$ cat src/hw/rtl/swmf_pkg.sv
// Shared types and constants of the sliding window median filter.
package swmf_pkg;

    localparam int PIX_W = 8;
    localparam int CHANNELS = 3;
    localparam int WORD_W = PIX_W * CHANNELS;
    localparam int ROW_W = 12;
    localparam int COL_W = 11;
    localparam int CFG_W = 12;
    localparam int CFG_IDX_W = 2;

    localparam logic [CFG_IDX_W-1:0] REG_IMAGE_WIDTH = 2'd0;
    localparam logic [CFG_IDX_W-1:0] REG_IMAGE_HEIGHT = 2'd1;
    localparam logic [CFG_IDX_W-1:0] REG_CHANNEL_COUNT = 2'd2;

    localparam logic [CFG_W-1:0] RESET_WIDTH = 12'd640;
    localparam logic [CFG_W-1:0] RESET_HEIGHT = 12'd480;
    localparam logic [1:0] RESET_CHANNELS = 2'd3;

    typedef struct packed {
        logic [ROW_W-1:0] row;
        logic [COL_W-1:0] column;
        logic             done;
    } meta_t;

endpackage

$ cat src/hw/rtl/swmf_merge.sv
// Merge stage: mask unused channels and register the result word.
module swmf_merge (
    input  logic                       aclk,
    input  logic                       load,
    input  logic [1:0]                 channel_count,
    input  swmf_pkg::meta_t            meta,
    input  logic [swmf_pkg::PIX_W-1:0] lane_median [swmf_pkg::CHANNELS],
    output logic [swmf_pkg::ROW_W-1:0] out_row,
    output logic [swmf_pkg::COL_W-1:0] out_column,
    output logic [swmf_pkg::PIX_W-1:0] median_ch0,
    output logic [swmf_pkg::PIX_W-1:0] median_ch1,
    output logic [swmf_pkg::PIX_W-1:0] median_ch2,
    output logic                       frame_done
);
    import swmf_pkg::*;

    meta_t            meta_reg;
    logic [PIX_W-1:0] med_reg [CHANNELS];

    always_ff @(posedge aclk) begin
        if (load) begin
            meta_reg <= meta;
            for (int ch = 0; ch < CHANNELS; ch++) begin
                med_reg[ch] <= (ch < int'(channel_count)) ? lane_median[ch] : '0;
            end
        end
    end

    assign out_row = meta_reg.row;
    assign out_column = meta_reg.column;
    assign frame_done = meta_reg.done;
    assign median_ch0 = med_reg[0];
    assign median_ch1 = med_reg[1];
    assign median_ch2 = med_reg[2];

endmodule

$ cat config.mk
export PLATFORM = sky130hd
export DESIGN_NAME = swmf_merge
export DESIGN_NICKNAME = d
export VERILOG_FILES = /design/src/hw/rtl/swmf_pkg.sv /design/src/hw/rtl/swmf_merge.sv
export SDC_FILE = /design/constraint.sdc
export NUM_CORES = 1
export LEC_CHECK = 0
export BUFFER_PORTS_ARGS = -buffer_cell sky130_fd_sc_hd__buf_2
export CORE_UTILIZATION = 42
export CTS_CLUSTER_SIZE = 14
export DETAILED_ROUTE_END_ITERATION = 8
export GPL_TIMING_DRIVEN = 1
export PLACE_DENSITY_LB_ADDON = 0.25
export REMOVE_ABC_BUFFERS = 1
export SYNTH_ARGS = -nofsm -noshare
export SYNTH_HDL_FRONTEND = slang
export SYNTH_SLANG_ARGS = --single-unit
$ cat constraint.sdc
create_clock -name aclk -period 0.8 [get_ports aclk]
set_input_delay 0.08 -clock aclk [delete_from_list [all_inputs] [get_ports aclk]]
set_output_delay 0.08 -clock aclk [all_outputs]
set_load 0.1 [all_outputs]
==> metrics.txt, run 1 <==
final hold violation count 0; Layout Cells excl Fill around 250; Clock Pin Slew Worst Setup and Hold Paths 80 ps; combinational power share between 30% and 40%; pin count of the biggest net entering global routing 27; most instantiated cells after synthesis edfxtp_1 (48), and2_1 (8), o21a_1 (8), and3_2 (6), and3_1 (2); endpoint type of the worst setup path output port; status complete, but fails checks; setup tns final -9220 ps; failing checks negative setup slack; Synth area leaders edfxtp_1 (88%), o21a_1 (3.7%), and2_1 (3.1%); max cap viols 0; via count 1179; global-route track usage on met2 approximately 44%; Worst Setup Start Kind flip-flop; crit-path max FO 1; post-synthesis cell type count 8; WP data arrival 960 ps; Largest register FFs 24; VDD IR max approximately 1.4 mV; nets@finish 256; count leader, synth edfxtp_1; global-route wire length before repair just under 7000 um; met1 GRT Util between 20% and 30%; unrepaired setup endpoints after global routing yes; drt total wl around 4500 um; CTS tree built; Final GP Congestion between 0.7 and 0.8; vias per std cell 4.70; Min-Delay Startpoint lane_median[20]; post-synthesis async set-or-reset flop share 0%; largest delay contributor family on the critical path flip-flops; area grow syn2layout 99.9%; initial antenna violation count 0; Seq/Total Area, Yosys 88.3%; final critical-path share of the clock period 129%; Final Max Tran Viols 0; Setup Viol. Count Final 48; core region area approximately 3700 sq um; WL/cell 17.8 um; pwr/cell area between 2000 and 2500 nW/um^2; sw frac 34.3%; die area a little over 4000 sq um; CTS Buffer Depth 2; Synth Cell Area roughly 1600 sq um; Max-Slew Margin vs Limit 78.4%; gr busiest metal met2; Seq pwr share between 40% and 50%; port bufs slightly below 100; setup ws final -236 ps; Residual DRC 0; Leakage roughly 0.0014 uW; H-Tree Level Count 2; Clock Root Buffer clkbuf_8; Post-CTS Repair Setup Buffers 0; synth warn 0; number of global-route vias before repair approximately 1300; highest clock rate between 900 and 1000 MHz; predominant post-synthesis flop cell edfxtp_1; # resized after CTS 0; Pint roughly 4800 uW; CP bufs+invs 1; # IOs 100; largest area contributor in the netlist edfxtp_1; Post-DRT Antenna Nets 0; Clock power frac a little over a fifth; Crit-path slowest cell edfxtp_1; Die Span X 64.4 um; EDFF count, synth 48; met3 Track Usage GR 9.82%; DRT Pass-1 Iters 4; clock buffer count from CTS 5; Mapped Avg Cell Area around 22 sq um; post-synthesis cell count between 70 and 80; Placed Cells about 220; Fillers ~180; critical path cell sequence buf_12; FP Rows 22; Period minus WS final roughly 1000 ps; DR iter-0 viols 22; Critical Path RT 720 ps; post-layout util 88.5%; Initial Util 44.3%; crit-path max cell delay 450 ps; Die Y 64.4 um; Worst-Margin Slew approximately 320 ps; Hold Path Cell Cnt 2; clock sink total 48; diode count 0; switching power about 2500 uW; post-synth top area share 88.3%; GRT overflow 0; Hold Path Sink med_reg[0][4]$_SDFFCE_PP0P_; All-Layer GR Usage 23.9%; layout cell share with drive strength beyond 1 55.7%; Hold Path Class primary input to flip-flop; number of synthesized register bits 48; CP Class flip-flop to output port
## worst max path at each step
stage	start	endpoint	slack, ps	cells after the start
floorplan	frame_done$_DFFE_PP_	frame_done	-180	0
detailed placement	channel_count[1]	med_reg[0][5]$_SDFFCE_PP0P_	10	2
finish	out_column[0]$_DFFE_PP_	out_column[0]	-240	1
global route	out_column[0]$_DFFE_PP_	out_column[0]	-270	1
CTS	out_column[0]$_DFFE_PP_	out_column[0]	-240	1
global placement	channel_count[1]	med_reg[0][2]$_SDFFCE_PP0P_	60	2
## area by class of cell
| type | instances | area [sq um] | area share [%] |
|---|---|---|---|
| timing repair buffer | 125 | 1500 | 45.8 |
| clock inverter | 1 | 30.0 | 0.920 |
| clock buffer | 5 | 68.8 | 2.11 |
| sequential | 48 | 1440 | 44.2 |
| multi-input combinational | 24 | 168 | 5.14 |
| tap | 48 | 60.1 | 1.84 |
## cell usage in the layout, fill, tap and decap left out
master	instances
buf_2	51
buf_12	50
edfxtp_1	48
dlygate4sd3_1	24
and2_1	8
o21a_1	8
and3_2	6
clkbuf_8	5
and3_1	2
bufinv_16	1
## per-layer routing
metal | routed length (um) | up-vias
met4 | 83 | 0
met2 | 2430 | 76
met3 | 425 | 8
li1 | - | 542
met5 | 0 | -
met1 | 1530 | 553
## what timing repair did
action / in CTS / in global routing
hold buffers: 24 / 0
setup endpoints to repair: 48 / 48
endpoints found under the hold margin: 24 / 0
pin swaps: 0 / 0
## cell families after synthesis
group / after synthesis / synth area share, %
and+or+nand+nor: 16 / 6.59
AOI/OAI and AO/OA: 8 / 3.68
buffers and inverters: 3 / 1.46
DFF: 48 / 88.3
## metrics by stage
step | hold slack, ps | setup slack (ps) | total power [uW] | cell area, sq um
after detailed placement | 258 | 10.8 | 5700 | 2930
after global routing | 45.7 | -272 | 7530 | 3260
after floorplan | 179 | -184 | 4570 | 1610
final | 55.0 | -236 | 7340 | 3260
after global placement | 257 | 58.5 | 5650 | 2930
after CTS | 41.0 | -243 | 7400 | 3260
## power by group through the flow
stage / logic [uW] / clock network, uW / registers [uW]
2_1_floorplan: 45.6 / 0 / 4520
5_1_grt: 2630 / 1720 / 3190
6_report: 2570 / 1600 / 3170
3_3_place_gp: 2440 / 0 / 3210
3_5_place_dp: 2480 / 0 / 3220
4_1_cts: 2570 / 1660 / 3170
No activity file was read; power rests on OpenSTA's default activity.
==> inputs of run 2 (changes only) <==
--- a/config.mk
+++ b/config.mk
@@ -5,6 +5,7 @@
 export SDC_FILE = /design/constraint.sdc
 export NUM_CORES = 1
 export LEC_CHECK = 0
+export ABC_AREA = 1
 export BUFFER_PORTS_ARGS = -buffer_cell sky130_fd_sc_hd__buf_2
 export CORE_UTILIZATION = 42
 export CTS_CLUSTER_SIZE = 14
==> run 2 against run 1 <==
Compared with the run above:
- the flow still finishes with violations (negative setup slack)
- routed wire length rose by 0.56%
- via count rose by 3.9%
- combinational power barely moved
- sequential power barely moved
- clock-buffer cell count did not move
- setup slack improved by 16 ps
- design area rose by 1.2%
- non-clock buffer count rose by 1
- critical path type unchanged
- largest power group unchanged
==> metrics.txt, run 2 <==
Die Span X 65.2 um; Hold Path Class primary input to flip-flop; Max-Slew Margin vs Limit between 80 and 90%; Synth Area in Compound Gates 0%; crit-path max FO 1; nets@finish roughly 280; DR iter-0 viols 30; layout cell share with drive strength beyond 1 approximately 51%; final critical-path share of the clock period 128%; final hold violation count 0; FP Rows 22; XOR/XNOR share of the synthesized area 0%; setup tns final -8890 ps; Largest register FFs 24; largest delay contributor family on the critical path flip-flops; combinational power share 36.7%; Leakage 0.00149 uW; VDD IR max about 1.5 mV; post-synth top area share about 86%; DRT Pass-1 Iters 4; initial antenna violation count 0; sw frac a little over a third; Period minus WS final about 1000 ps; GRT overflow 0; port bufs 99; synth warn 0; largest family of logic cells by synthesized area simple AND/OR/NAND/NOR gates; via count 1225; Clock Root Buffer clkbuf_8; commonest cells after routing, fill and taps aside buf_2 (51), buf_12 (50), edfxtp_1 (48); predominant post-synthesis flop cell edfxtp_1; Synth Cell Area approximately 1700 sq um; Post-Synth Simple-Gate Area between 7 and 8%; Worst-Margin Slew roughly 200 ps; Layout Cells excl Fill around 280; Synth area leaders edfxtp_1 (86%), inv_1 (5.4%), nor2_2 (3.0%); EDFF count, synth 48; H-Tree Level Count 2; All-Layer GR Usage about a quarter; # IOs 100; post-synthesis cell type count 8; Seq pwr share approximately 45%; Initial Util around 45%; Crit-path slowest cell edfxtp_1; Clock Pin Slew Worst Setup and Hold Paths ~80 ps; endpoint type of the worst setup path output port; global-route wire length before repair between 6000 and 7000 um; Post-CTS Repair Setup Buffers 0; CP Class flip-flop to output port; vias per std cell 4.39; Fillers between 150 and 200; Seq/Total Area, Yosys a little under nine tenths; most instantiated cells after synthesis edfxtp_1 (48), inv_1 (24), nand2_1 (8), nor2_1 (8), nor2_2 (8); Post-DRT Antenna Nets 0; Post-Synth Adder-Cell Area 0%; setup ws final -220 ps; Die Y around 65 um; Critical Path RT 720 ps; pin count of the biggest net entering global routing 30; core region area between 3000 and 4000 sq um; unrepaired setup endpoints after global routing yes; commonest non-fill, non-tap cell in the layout buf_2; Residual DRC 0; Pint ~4500 uW; Setup Viol. Count Final 48; Placed Cells between 200 and 250; CP bufs+invs 1; HPWL Detailed around 3100 um; failing checks negative setup slack; count leader, synth edfxtp_1; Clock power frac between 10% and 20%; diode count 0; hold_ws approximately 57 ps; critical path cell sequence buf_12; clock sink total 48; largest area contributor in the netlist edfxtp_1; Final GP Congestion about 0.69; Final Max Tran Viols 0; mux contribution to synthesized area 0%; max cap viols 0; number of synthesized register bits 48; area grow syn2layout 97.2%; number of global-route vias before repair between 1000 and 1500; switching power ~2600 uW; CTS tree built; WL/cell about 16 um; status complete, but fails checks; Mapped Avg Cell Area ~17 sq um; crit-path max cell delay approximately 450 ps; post-synthesis async set-or-reset flop share 0%; post-synthesis cell count just under 100; pwr/cell area between 2000 and 2500 nW/um^2; # resized after CTS 0; clock buffer count from CTS 5; highest clock rate between 900 and 1000 MHz; drt total wl ~4500 um; WP data arrival roughly 940 ps; die area 4250 sq um; Worst Setup Start Kind flip-flop; CTS Buffer Depth 2
## run 2: cells by family (layout without fill, tap and decap cells)
group | Yosys count | in the layout
AND/OR/NAND/NOR | 26 | 26
flip-flops | 48 | 48
buffers and inverters | 25 | 157
## run 2: area by class of cell
class	instances	area, sq um	share of cell area [%]
timing repair buffer	126	1500	45.5
sequential	48	1440	43.6
multi-input combinational	26	133	4.01
inverter	24	90.1	2.73
clock buffer	5	68.8	2.08
tap	48	60.1	1.82
clock inverter	2	7.51	0.227
## run 2: per-layer routing
metal,vias up,track usage (%),wire [um]
met1,567,25.5,1630
li1,584,-,-
met4,0,5.71,23
met5,-,0,0
met3,2,7.64,366
met2,72,44.5,2480
## run 2: per-stage QoR
stage               worst slack [ps]  area [sq um]  util, %  total power [uW]
finish                          -220          3300     88.3              7060
global route                    -245          3300     88.3              7260
CTS                             -208          3300     88.3              7060
detailed placement             -12.8          2990     79.8              5730
global placement                57.8          2990     79.8              5670
floorplan                       -184          1660        -              4590
## run 2: power by group through the flow
stage	Clock (uW)	Sequential (uW)	Combinational, uW
3_3_place_gp	0	3210	2460
6_report	1300	3170	2590
3_5_place_dp	0	3220	2510
4_1_cts	1300	3160	2600
5_1_grt	1420	3180	2650
2_1_floorplan	0	4520	66.5
## run 2: path summary, 6_finish.rpt
| path | from | to | slack [ps] | depth (start not counted) |
|---|---|---|---|---|
| worst min-delay path | lane_median[13] | med_reg[0][13]$_SDFFCE_PN0P_ | 60 | 3 |
| worst max-delay path | out_column[5]$_DFFE_PP_ | out_column[5] | -220 | 1 |
## run 2: timing repair
item                                    4_1_cts  5_1_grt
hold buffers                                 24        0
hold endpoints to repair                     24        0
endpoints found under the setup margin       48       48
==> inputs of run 3 (changes only) <==
--- a/config.mk
+++ b/config.mk
@@ -7,7 +7,8 @@
 export LEC_CHECK = 0
 export ABC_AREA = 1
 export BUFFER_PORTS_ARGS = -buffer_cell sky130_fd_sc_hd__buf_2
-export CORE_UTILIZATION = 42
+export CORE_UTILIZATION = 44
+export CTS_BUF_LIST = sky130_fd_sc_hd__clkbuf_4
 export CTS_CLUSTER_SIZE = 14
 export DETAILED_ROUTE_END_ITERATION = 8
 export GPL_TIMING_DRIVEN = 1
==> run 3 against run 2 <==
Compared with the run above:
- the run still ends with negative setup slack left
- sequential power hardly changed
- global-route usage hardly changed
- utilization is 3.4 points higher
- clock-buffer cell count is 2 higher
- non-clock buffer count is 7 higher
- maximum frequency is 6.4% lower
- design area is 1.5% higher
- total power is 2.6% lower
- worst hold slack worse by 27 ps
==> metrics.txt, run 3 (same netlist as run 2, synthesis figures left out) <==
status complete, but fails checks; failing checks negative setup slack; Residual DRC 0; final hold violation count 0; layout cell share with drive strength beyond 1 between 40% and 50%; clock sink total 48; commonest cells after routing, fill and taps aside buf_2 (51), buf_12 (50), edfxtp_1 (48); highest clock rate roughly 920 MHz; number of global-route vias before repair 1366; Worst setup startpoint out_row[10]$_DFFE_PP_; Worst Setup Start Kind flip-flop; combinational power share about two fifths; endpoint type of the worst setup path output port; Setup Viol. Count Final between 40 and 50; area grow syn2layout 100%; Post-DRT Antenna Nets 0; sw frac 36.7%; post-layout util 91.6%; FP Rows 22; pin count of the biggest net entering global routing 29; global-route wire length before repair slightly below 7000 um; Worst-Margin Slew roughly 210 ps; initial antenna violation count 0; Critical Path RT a little over 700 ps; Largest register FFs 24; CP Class flip-flop to output port; max cap viols 0; Die Y about 64 um; die area 4060 sq um; H-Tree Level Count 2; VDD IR max about 1.5 mV; clock buffer count from CTS 5; hold_ws a little under 30 ps; CTS tree built; DRT Pass-1 Iters 4; Critical Path Sink out_row[10]; largest delay contributor family on the critical path flip-flops; DR iter-0 viols 32; via count between 1000 and 1500; crit-path max FO 1; port bufs 99; Final GP Congestion about 0.72; Leakage around 0.0015 uW; nets@finish 290; Die Span X around 64 um; Max-Slew Margin vs Limit between 80% and 90%; critical path cell sequence buf_12; diode count 0; Hold Path Class primary input to flip-flop; CP Depth 1; vias per std cell between 4 and 5; Pint 4350 uW; final critical-path share of the clock period 136%; Clock Pin Slew Worst Setup and Hold Paths between 100 and 150 ps; Seq pwr share between 40% and 50%; drt total wl 4450 um; All-Layer GR Usage between 20% and 30%; WL/cell 15.5 um; crit-path max cell delay between 400 and 500 ps; GRT overflow 0; Clock Root Buffer clkbuf_4; commonest non-fill, non-tap cell in the layout buf_2; CTS Buffer Depth 2; Placement Setup Slack 13.3 ps; CP bufs+invs 1; core region area ~3700 sq um; switching power 2520 uW; setup ws final -290 ps; Crit-path slowest cell edfxtp_1; pwr/cell area between 2000 and 2500 nW/um^2; # resized after CTS 0; # IOs 100; Initial Util around 46%; Clock power frac roughly 16%; HPWL Detailed 3070 um; unrepaired setup endpoints after global routing yes; Fillers between 100 and 150; Final Max Tran Viols 0; Period minus WS final approximately 1100 ps; Post-CTS Repair Setup Buffers 0; WP data arrival ~1000 ps
run 3: worst min-delay path by stage:
stage                     slack [ps]                      endpoint  cells past startpoint             from
after floorplan                  180          frame_done$_DFFE_PP_                      0          meta[0]
after global placement           260          out_row[3]$_DFFE_PP_                      1         meta[15]
after detailed placement         260          out_row[1]$_DFFE_PP_                      1         meta[13]
after CTS                          2  med_reg[0][12]$_SDFFCE_PN0P_                      3  lane_median[12]
after global routing              10  med_reg[0][12]$_SDFFCE_PN0P_                      3  lane_median[12]
final                             30   med_reg[0][3]$_SDFFCE_PP0P_                      3  lane_median[19]
run 3: final cells by class:
type	instances	area, sq um	share of cell area [%]
clock buffer	7	52.6	1.57
clock inverter	1	3.75	0.112
inverter	24	90.1	2.69
multi-input combinational	26	133	3.95
sequential	48	1440	43.0
tap	48	60.1	1.79
timing repair buffer	133	1570	46.9
run 3: layer usage:
| layer | wire [um] | vias to the layer above | track usage (%) |
|---|---|---|---|
| li1 | - | 600 | - |
| met1 | 1660 | 583 | 24.7 |
| met2 | 2340 | 73 | 43.9 |
| met3 | 370 | 10 | 8.70 |
| met4 | 82 | 0 | 7.10 |
| met5 | 0 | - | 0 |
run 3: power groups by stage:
stage / sequential (uW) / clock (uW) / combinational [uW]
final: 3160 / 1090 / 2630
after floorplan: 4520 / 0 / 66.5
after global placement: 3210 / 0 / 2460
after CTS: 3160 / 1100 / 2620
after global routing: 3180 / 1210 / 2680
after detailed placement: 3220 / 0 / 2500
run 3: what timing repair did:
item,in CTS,in global routing
hold buffers,31,0
hold endpoints to repair,31,0
pin swaps,0,0
endpoints found under the setup margin,48,48
run 3: metrics by stage:
step	instances	cell area [sq um]	TNS [ps]	total power (uW)
final	287	3350	-12230	6870
after global routing	287	3350	-14460	7070
after CTS	287	3350	-12870	6890
after detailed placement	248	2990	0	5720
after global placement	248	2990	0	5670
after floorplan	98	1660	-8830	4590
