--- src/hw/rtl/swmf_pkg.sv ---
// Shared types and constants of the sliding window median filter.
package swmf_pkg;

    localparam int PIX_W = 8;
    localparam int CHANNELS = 3;
    localparam int WORD_W = PIX_W * CHANNELS;
    localparam int ROW_W = 12;
    localparam int COL_W = 11;
    localparam int CFG_W = 12;
    localparam int CFG_IDX_W = 2;

    localparam logic [CFG_IDX_W-1:0] REG_IMAGE_WIDTH = 2'd0;
    localparam logic [CFG_IDX_W-1:0] REG_IMAGE_HEIGHT = 2'd1;
    localparam logic [CFG_IDX_W-1:0] REG_CHANNEL_COUNT = 2'd2;

    localparam logic [CFG_W-1:0] RESET_WIDTH = 12'd640;
    localparam logic [CFG_W-1:0] RESET_HEIGHT = 12'd480;
    localparam logic [1:0] RESET_CHANNELS = 2'd3;

    typedef struct packed {
        logic [ROW_W-1:0] row;
        logic [COL_W-1:0] column;
        logic             done;
    } meta_t;

endpackage

--- src/hw/rtl/swmf_lane.sv ---
// One channel lane: pipelined odd-even transposition sort of the window.
module swmf_lane #(
    parameter int TAPS = 9
) (
    input  logic                      aclk,
    input  logic [TAPS-1:0]           stage_en,
    input  logic [swmf_pkg::PIX_W-1:0] win [TAPS],
    output logic [swmf_pkg::PIX_W-1:0] median
);
    import swmf_pkg::*;

    localparam int MID = TAPS / 2;

    logic [PIX_W-1:0] stg_reg [TAPS][TAPS];

    for (genvar s = 0; s < TAPS; s++) begin : g_stage
        logic [PIX_W-1:0] src [TAPS];
        logic [PIX_W-1:0] srt [TAPS];

        if (s == 0) begin : g_first
            always_comb begin
                for (int i = 0; i < TAPS; i++) src[i] = win[i];
            end
        end else begin : g_rest
            always_comb begin
                for (int i = 0; i < TAPS; i++) src[i] = stg_reg[s-1][i];
            end
        end

        always_comb begin
            for (int i = 0; i < TAPS; i++) srt[i] = src[i];
            for (int i = s % 2; i + 1 < TAPS; i += 2) begin
                if (src[i] > src[i+1]) begin
                    srt[i] = src[i+1];
                    srt[i+1] = src[i];
                end
            end
        end

        always_ff @(posedge aclk) begin
            if (stage_en[s]) begin
                for (int i = 0; i < TAPS; i++) stg_reg[s][i] <= srt[i];
            end
        end
    end

    assign median = stg_reg[TAPS-1][MID];

endmodule

--- config.mk ---
export PLATFORM = sky130hd
export DESIGN_NAME = swmf_lane
export DESIGN_NICKNAME = d
export VERILOG_FILES = /design/src/hw/rtl/swmf_pkg.sv /design/src/hw/rtl/swmf_lane.sv
export SDC_FILE = /design/constraint.sdc
export NUM_CORES = 1
export LEC_CHECK = 0
export BUFFER_PORTS_ARGS = -buffer_cell sky130_fd_sc_hd__buf_2
export CORE_UTILIZATION = 40
export CTS_BUF_LIST = sky130_fd_sc_hd__clkbuf_8
export DETAILED_ROUTE_END_ITERATION = 16
export SLEW_MARGIN = 20
export SYNTH_ARGS = -nofsm -noshare
export SYNTH_HDL_FRONTEND = slang
export SYNTH_SLANG_ARGS = --single-unit
--- constraint.sdc ---
create_clock -name aclk -period 3.9 [get_ports aclk]
set_clock_uncertainty 0.2 [all_clocks]
set_input_delay 0.78 -clock aclk [delete_from_list [all_inputs] [get_ports aclk]]
set_output_delay 0.78 -clock aclk [all_outputs]
set_load 0.02 [all_outputs]
==> impl_metrics.py, run 1 <==
metrics = {
    "status": {
        "status": "finished clean",
    },
    "finish": {
        "largest_register_ffs": 456,
        "multiInputGateArea_um2": 11530,
        "final-seq-area_um2": 13690,
        "fillers": 5898,
        "layout.nets": 2536,
        "layout.cells.non_filler": 3125,
        "layout_common_cells": "edfxtp_1, mux2_2, inv_1",
        "drive_gt1_frac": 0.2644,
        "syn_to_final_growth_pct": 10.53,
        "final_common_cell": "edfxtp_1",
    },
    "route": {
        "viasPerCell": 5.438,
        "ant_nets": 0,
        "routedWlPerCell_um": 16.46,
        "drc": 0,
        "drtIter0Drc": 824,
        "route.vias.total": 16990,
        "firstDrtPassIters": 5,
        "drt-total-wl_um": 51430,
    },
    "synth": {
        "synthesis.nets": 2411,
        "ys_top_cells_by_area": "edfxtp_1, mux2_2, ha_1",
        "syn_inst": 2089,
        "synth-seq-area-share": 0.5171,
        "yosys.area.top_type": "edfxtp_1",
        "synth.avg_cell_area_um2": 12.68,
        "synthDistinctLibCells": 38,
        "syn_area_um2": 26480,
        "yosysWarnings": 0,
        "synth-seq-cells": 456,
        "synth_top_area_frac": 0.5171,
    },
    "clock_tree": {
        "cts_tree": "yes",
        "ctsHoldBuffers": 0,
        "clkTransAtPathRegs_ns": 0.06,
        "cts_buffers": 79,
        "cts_max_path_buffers": 3,
        "cts_setup_buffers": 0,
        "cts_resized": 0,
        "cts_root_buffer": "clkbuf_8",
        "clock_latency_ns": 0.65,
        "h-tree-depth": 3,
        "cts.sinks": 456,
    },
    "place": {
        "place_hpwl_um": 37390,
        "place_inst": 2988,
        "place_congestion": 0.8527,
        "port_buffers": 89,
    },
    "global_route": {
        "grt_usage": 0.1533,
        "first_global_vias": 17370,
        "antenna_found_initial": 1,
        "grt_pass1_wl_um": 85100,
        "grt_max_degree": 73,
        "gr-total-overflow": 0,
    },
    "floorplanning": {
        "dieHeight_um": 259.3,
        "dieArea_um2": 67240,
        "dieWidth_um": 259.3,
        "rows": 93,
        "initial_core_util": 0.4079,
        "io_pins": 90,
        "core_area_um2": 64930,
    },
    "timing": {
        "final_max_slew_viol_count": 0,
        "max-slew-margin-rel": 0.2844,
        "rsz0062_at_grt": "no",
        "setup_viol": 0,
        "post-route-period-util": 0.7616,
        "worstMarginPinSlew_ns": 1.066,
        "holdWs_ns": 0.1085,
        "finalSetupTns_ns": 0,
        "period_minus_slack_ns": 2.970,
        "finalHoldViolCount": 0,
        "max_freq_mhz": 336.7,
    },
    "critical_path": {
        "cp_num_buf_inv": 0,
        "slowest_stage": "o21ai_1",
        "path_cells": "ha_1, nand4_2, o21a_1, o21ai_1, o22ai_1, a21oi_1",
        "crit_type": "flip-flop to flip-flop",
        "cp.arrival_ns": 3.23,
        "cp_slowest_stage_delay_ns": 0.56,
        "critPathTopFamily": "compound AO/OA/AOI/OAI gates",
        "crit_path_start_kind": "flip-flop",
        "crit_required_ns": 4.16,
        "crit_fanout": 18,
        "worst_setup_path_end_kind": "flip-flop",
    },
    "worst_hold_path": {
        "hold_path.class": "primary input to flip-flop",
    },
    "job": {
        "drv_cap": 0,
    },
    "power_and_ir_drop": {
        "ir_drop_mv": 0.2967,
        "p_int_mw": 14.15,
        "power_density_nw_per_um2": 732.5,
        "p_comb_frac": 0.389,
        "p_sw_frac": 0.3398,
        "p_switching_mw": 7.285,
        "p_leak_nw": 11.48,
        "clkPwrFrac": 0.200,
        "pwr-share-seq": 0.410,
    },
}
-- kinds of logic after synthesis --
family	share of synthesized area
AO/OA/AOI/OAI	0.1505
adder cells (fa/ha/maj)	0.1134
buffers and inverters	0.04763
flip-flops	0.5171
multiplexers	0.1250
AND/OR/NAND/NOR	0.04635
-- worst paths after layout --
kind                                          startpoint  cells after the start  slack (ns)                        to
worst max-delay path            stg_reg[1][19]$_DFFE_PP_                      6        0.93  stg_reg[2][16]$_DFFE_PP_
worst min-delay path                              win[7]                      1        0.11   stg_reg[0][7]$_DFFE_PP_
worst max register to register  stg_reg[1][19]$_DFFE_PP_                      6        0.93  stg_reg[2][16]$_DFFE_PP_
worst min register to register   stg_reg[3][2]$_DFFE_PP_                      0        0.22   stg_reg[4][2]$_DFFE_PP_
-- stage by stage --
| stage | cell area, um2 | util | power, mW | setup slack [ns] |
|---|---|---|---|---|
| floorplan | 26480 | - | 15.24 | 1.118 |
| global placement | 27720 | 0.4269 | 16.83 | 0.7599 |
| detailed placement | 27720 | 0.4269 | 17.18 | 0.6372 |
| CTS | 29270 | 0.4508 | 21.66 | 0.9145 |
| global route | 29270 | 0.4508 | 22.95 | 0.6281 |
| finish | 29270 | 0.4508 | 21.44 | 0.9297 |
-- area by class of cell --
type	count	area share
diodes	1	0.00008549
clock buffers	83	0.03903
clock inverters	53	0.01394
inverters	241	0.03091
multi-input cells	1340	0.3938
flip-flops and latches	456	0.4678
well taps	855	0.03655
repair buffers	96	0.01787
-- Yosys cell counts, drive strengths merged --
| cell type | number |
|---|---|
| a211oi | 31 |
| a21boi | 13 |
| a21o | 1 |
| a21oi | 186 |
| a311o | 5 |
| and2 | 5 |
| and3b | 1 |
| and4 | 19 |
| buf | 40 |
| clkbuf | 12 |
| edfxtp | 456 |
| ha | 240 |
| inv | 241 |
| mux2 | 294 |
| nand2 | 70 |
| nand3b | 1 |
| nand4 | 46 |
| nor2 | 44 |
| nor2b | 24 |
| o211ai | 26 |
| o21a | 5 |
| o21ai | 86 |
| o221a | 26 |
| o22ai | 197 |
| o32ai | 5 |
| or2 | 14 |
| or3 | 1 |
-- routing by layer --
layer | vias to the layer above | track usage | wire length (um)
met2 | 343 | 0.2671 | 25660
met5 | - | 0 | 0
met3 | 78 | 0.02753 | 1988
li1 | 8375 | - | -
met1 | 8197 | 0.1899 | 22730
met4 | 0 | 0.05294 | 1052
-- power by group through the flow --
stage                     Combinational, mW  Sequential, mW  Clock, mW
after floorplan                        6.85            8.39          0
after global routing                   9.31            8.98       4.66
after detailed placement               8.28            8.89          0
after global placement                 7.97            8.87          0
final                                  8.34            8.80       4.30
after CTS                              8.38            8.81       4.47
Power figures use the tool's default switching activity.
==> run 2: changes to the inputs <==
==> constraint.sdc (replaced) <==
create_clock -name aclk -period 2.9 [get_ports aclk]
set_clock_uncertainty 0.2 [all_clocks]
set_input_delay 0.58 -clock aclk [delete_from_list [all_inputs] [get_ports aclk]]
set_output_delay 0.58 -clock aclk [all_outputs]
set_load 0.02 [all_outputs]
==> impl_metrics.py, run 2 (synthesized netlist as in run 1, its figures left out) <==
metrics = {
    "global_route": {
        "grt_pass1_wl_um": 86090,
        "grt_max_degree": 65,
        "gr-total-overflow": 0,
        "first_global_vias": 17530,
        "antenna_found_initial": 1,
        "grt_usage": 0.1553,
    },
    "finish": {
        "layout.nets": 2602,
        "fillers": 5862,
        "final_common_cell": "edfxtp_1",
        "design_area_um2": 29910,
        "largest_register_ffs": 456,
        "final_util": 0.4606,
        "drive_gt1_frac": 0.2753,
        "layout_common_cells": "edfxtp_1, mux2_2, inv_1",
        "syn_to_final_growth_pct": 12.94,
    },
    "route": {
        "routedWlPerCell_um": 16.31,
        "drtIter0Drc": 795,
        "firstDrtPassIters": 5,
        "viasPerCell": 5.419,
        "wl_met2_um": 26240,
        "routedLengthMet1_um": 22610,
        "met3_length_um": 2057,
        "top_layer_used": "met4",
        "drc": 0,
        "ant_nets": 0,
        "route.vias.total": 17340,
        "drt-total-wl_um": 52180,
    },
    "critical_path": {
        "cp.arrival_ns": 2.85,
        "crit_required_ns": 3.09,
        "crit_path_start_kind": "primary input",
        "rr_worst_depth": 8,
        "ff2ff_setup_slack_ns": 0.31,
        "crit_fanout": 14,
        "reg2reg_from": "stg_reg[0][1]$_DFFE_PP_",
        "path_cells": "dlygate4sd3_1, buf_2, inv_1, ha_1, nor2b_1, o211ai_1, a21oi_1, o32ai_4, buf_12, mux2_2",
        "worst_setup_path_end_kind": "flip-flop",
        "cp_slowest_stage_delay_ns": 0.52,
        "crit_end": "stg_reg[0][61]$_DFFE_PP_",
        "slowest_stage": "dlygate4sd3_1",
        "crit_type": "primary input to flip-flop",
        "timing.rr.end": "stg_reg[1][2]$_DFFE_PP_",
        "critPathLaunch": "win[57]",
    },
    "timing": {
        "setup_viol": 0,
        "max-slew-margin-rel": 0.4660,
        "max_freq_mhz": 377.1,
        "rsz0062_at_grt": "no",
        "post-route-period-util": 0.9145,
        "period_minus_slack_ns": 2.652,
        "finalHoldViolCount": 0,
        "final_max_slew_viol_count": 0,
        "finalSetupTns_ns": 0,
        "worstMarginPinSlew_ns": 0.8010,
    },
    "clock_tree": {
        "cts_root_buffer": "clkbuf_8",
        "cts_setup_buffers": 0,
        "clock_latency_ns": 0.66,
        "clkTransAtPathRegs_ns": 0.06,
        "cts_tree": "yes",
        "cts_buffers": 79,
        "h-tree-depth": 3,
        "cts_max_path_buffers": 3,
        "cts.sinks": 456,
    },
    "floorplanning": {
        "initial_core_util": 0.4079,
        "dieHeight_um": 259.3,
        "dieWidth_um": 259.3,
        "core_area_um2": 64930,
        "io_pins": 90,
        "dieArea_um2": 67240,
        "rows": 93,
    },
    "place": {
        "port_buffers": 89,
        "place_hpwl_um": 38080,
        "place_congestion": 0.8463,
        "place_area_um2": 28070,
    },
    "power_and_ir_drop": {
        "p_leak_nw": 11.84,
        "ir_drop_mv": 0.3672,
        "power_density_nw_per_um2": 970.3,
    },
    "status": {
        "status": "finished clean",
    },
    "worst_hold_path": {
        "hold_path.class": "primary input to flip-flop",
        "min_path_cells": 2,
    },
    "job": {
        "drv_cap": 0,
    },
}
run 2: changes by cell type in the layout (fill, tap and decap cells not counted), moves of 6 or more:
cell	change
clkinv_1	-7
buf_4	+31
dlygate4sd3_1	+29
clkinv_2	+6
inv_1	+9
buf_12	+6
run 2: area by class of cell:
type	count	area, um2	area share
clock inverter	63	422.9	0.01414
multi-input combinational	1340	11530	0.3857
sequential	456	13690	0.4578
clock buffer	81	1115	0.03727
antenna	1	2.502	0.00008367
timing repair buffer	162	1166	0.03899
tap	855	1070	0.03577
inverter	241	904.6	0.03025
run 2: critical path: cells and delay by family:
family / cells / cell delay, ns
buffers and inverters: 4 / 0.86
AOI/OAI and AO/OA: 3 / 0.63
muxes: 1 / 0.34
adders and majority gates: 1 / 0.30
and+or+nand+nor: 1 / 0.13
run 2: per-layer routing:
layer  vias to the layer above  global-route usage
met5                         -                   0
met3                        99             0.02822
met4                         0             0.05801
li1                       8537                   -
met2                       333              0.2742
met1                      8367              0.1876
run 2: per-stage QoR:
stage / power [mW] / worst slack [ns] / hold slack [ns] / std cells
after floorplan: 20.49 / 0.3176 / 0.2003 / 2089
after global placement: 22.89 / 0.2166 / 0.2059 / 3025
after detailed placement: 23.35 / 0.1378 / 0.2084 / 3025
after CTS: 29.31 / 0.1413 / 0.0002063 / 3198
after global routing: 31.12 / 0.1498 / 0.02763 / 3199
final: 29.02 / 0.2479 / 0.07178 / 3199
run 2: worst min path at each step:
| stage | start | end |
|---|---|---|
| global placement | stg_reg[2][67]$_DFFE_PP_ | stg_reg[3][67]$_DFFE_PP_ |
| floorplan | stg_reg[0][64]$_DFFE_PP_ | stg_reg[1][64]$_DFFE_PP_ |
| finish | win[63] | stg_reg[0][63]$_DFFE_PP_ |
| detailed placement | stg_reg[0][70]$_DFFE_PP_ | stg_reg[1][70]$_DFFE_PP_ |
| CTS | win[69] | stg_reg[0][69]$_DFFE_PP_ |
| global route | win[42] | stg_reg[0][50]$_DFFE_PP_ |
run 2: timing repair:
action	4_1_cts	5_1_grt
hold buffers	29	0
endpoints found under the setup margin	0	16
gates resized for setup	0	1
hold endpoints to repair	27	0
run 2: report_power, final:
group | total, mW | internal, mW | switching (mW)
Sequential | 11.8 | 10.2 | 1.63
Clock | 5.69 | 3.07 | 2.61
Combinational | 11.5 | 5.81 | 5.68
Total | 29.0 | 19.1 | 9.93
==> run 3: changes to the inputs <==
--- a/config.mk
+++ b/config.mk
@@ -9,6 +9,7 @@
 export CORE_UTILIZATION = 40
 export CTS_BUF_LIST = sky130_fd_sc_hd__clkbuf_8
 export DETAILED_ROUTE_END_ITERATION = 16
+export RECOVER_POWER = 25
 export SLEW_MARGIN = 20
 export SYNTH_ARGS = -nofsm -noshare
 export SYNTH_HDL_FRONTEND = slang
==> constraint.sdc (replaced) <==
create_clock -name aclk -period 2.9 [get_ports aclk]
set_clock_uncertainty 0.2 [all_clocks]
set_input_delay 0.29 -clock aclk [delete_from_list [all_inputs] [get_ports aclk]]
set_output_delay 0.29 -clock aclk [all_outputs]
set_load 0.02 [all_outputs]
==> impl_metrics.py, run 3 (synthesized netlist as in run 1, its figures left out) <==
metrics = {
    "status": {
        "status": "finished, violations left",
        "failed_checks": "max-capacitance violations, max-slew violations, negative setup slack",
    },
    "critical_path": {
        "crit_top_cell": "dlygate4sd3_1",
        "worst_setup_path_end_kind": "flip-flop",
        "critPathTopFamily": "buffers and inverters",
        "crit_path_start_kind": "primary input",
        "crit_required_ns": 3.10,
        "slowest_stage": "dlygate4sd3_1",
        "cp_slowest_stage_delay_ns": 0.57,
        "crit_fanout": 7,
        "cp_num_buf_inv": 5,
        "crit_type": "primary input to flip-flop",
        "path_cells": "dlygate4sd3_1, buf_2, inv_2, ha_4, nor2b_1, o211ai_1, a21boi_2, o21ai_2, buf_6, mux2_2, dlygate4sd3_1",
        "cp.arrival_ns": 3.10,
    },
    "finish": {
        "final_util": 0.4736,
        "final_common_cell": "edfxtp_1",
        "fillers": 5748,
        "layout.nets": 2690,
        "syn_to_final_growth_pct": 16.13,
        "multiInputGateArea_um2": 11580,
        "layout.cells.non_filler": 3292,
        "largest_register_ffs": 456,
        "design_area_um2": 30750,
        "layout_common_cells": "edfxtp_1, mux2_2, inv_1",
        "final-seq-area_um2": 13690,
        "drive_gt1_frac": 0.2655,
    },
    "route": {
        "drtIter0Drc": 804,
        "route.vias.total": 17810,
        "drt-total-wl_um": 54350,
        "routedWlPerCell_um": 16.51,
        "viasPerCell": 5.409,
        "ant_nets": 0,
        "firstDrtPassIters": 5,
        "drc": 0,
    },
    "floorplanning": {
        "dieHeight_um": 259.3,
        "dieArea_um2": 67240,
        "initial_core_util": 0.4079,
        "core_area_um2": 64930,
        "rows": 93,
        "dieWidth_um": 259.3,
        "io_pins": 90,
    },
    "clock_tree": {
        "cts_root_buffer": "clkbuf_8",
        "clock_latency_ns": 0.64,
        "cts.sinks": 456,
        "cts_buffers": 80,
        "cts_tree": "yes",
        "clkTransAtPathRegs_ns": 0.06,
        "h-tree-depth": 3,
        "cts_max_path_buffers": 3,
    },
    "timing": {
        "finalHoldViolCount": 0,
        "holdWs_ns": 0.1468,
        "final_max_slew_viol_count": 246,
        "setup_viol": 1,
        "post-route-period-util": 1.001,
        "worstMarginPinSlew_ns": 1.763,
        "max-slew-margin-rel": -0.1753,
        "setup_ws_ns": -0.003597,
        "max_freq_mhz": 344.4,
        "period_minus_slack_ns": 2.904,
    },
    "global_route": {
        "first_global_vias": 18150,
        "grt_max_degree": 73,
        "grt_pass1_wl_um": 89400,
        "antenna_found_initial": 1,
        "grt_usage": 0.1609,
        "gr-total-overflow": 0,
    },
    "place": {
        "place_hpwl_um": 38200,
        "place_inst": 3019,
        "place_area_um2": 28000,
        "port_buffers": 89,
        "place_congestion": 0.8689,
    },
    "worst_hold_path": {
        "hold_path.class": "primary input to flip-flop",
    },
    "job": {
        "drv_cap": 4,
    },
    "power_and_ir_drop": {
        "p_leak_nw": 12.18,
        "power_density_nw_per_um2": 950.3,
        "ir_drop_mv": 0.4322,
    },
}
-- run 3: routing by layer --
metal / routed length, um / track usage / part of all wire / vias to the layer above
li1: - / - / - / 8702
met1: 23540 / 0.1961 / 0.43 / 8623
met2: 27350 / 0.2840 / 0.50 / 369
met3: 2010 / 0.02919 / 0.037 / 112
met4: 1457 / 0.05588 / 0.027 / 0
met5: 0 / 0 / 0 / -
-- run 3: power by group --
part / internal [mW] / total, mW / switching [mW] / leakage [nW]
clock: 3.01 / 5.63 / 2.62 / 0.877
sequential: 10.2 / 11.9 / 1.66 / 4.43
combinational: 5.94 / 11.7 / 5.77 / 6.87
total: 19.2 / 29.2 / 10.1 / 12.2
-- run 3: what timing repair did --
| item | 4_1_cts | 5_1_grt |
|---|---|---|
| buffers inserted | 0 | 9 |
| resized for setup | 0 | 13 |
| hold buffers | 112 | 0 |
| endpoints found under the setup margin | 0 | 29 |
| hold endpoints to repair | 341 | 0 |
-- run 3: final timing paths --
path | start | endpoint | slack [ns] | cells after the start
hold / removal | win[5] | stg_reg[0][5]$_DFFE_PP_ | 0.15 | 2
setup reg to reg | stg_reg[1][19]$_DFFE_PP_ | stg_reg[2][8]$_DFFE_PP_ | 0.20 | 5
hold reg to reg | stg_reg[2][71]$_DFFE_PP_ | stg_reg[3][71]$_DFFE_PP_ | 0.21 | 0
setup / recovery | win[41] | stg_reg[0][49]$_DFFE_PP_ | -0.004 | 11
-- run 3: stage by stage --
step	power, mW	setup slack (ns)	setup TNS [ns]
CTS	29.44	0.05512	0
floorplan	20.49	0.4737	0
finish	29.23	-0.003597	-0.003597
global route	31.28	-0.006630	-0.006630
global placement	22.99	0.2626	0
detailed placement	23.42	0.1152	0
-- run 3: final cells by class --
class	count	share of cell area
sequential	456	0.4453
multi-input combinational	1340	0.3765
timing repair buffer	249	0.06416
clock buffer	82	0.03670
tap	855	0.03479
inverter	241	0.02942
clock inverter	65	0.01286
antenna	4	0.0003255
-- run 3: worst register-to-register path, delay by kind of cell, from the launching register on --
kind / cells / cell delay, ns
fa+ha+maj: 1 / 0.40
compound gates: 3 / 1.15
flops: 1 / 0.46
simple gates: 1 / 0.32
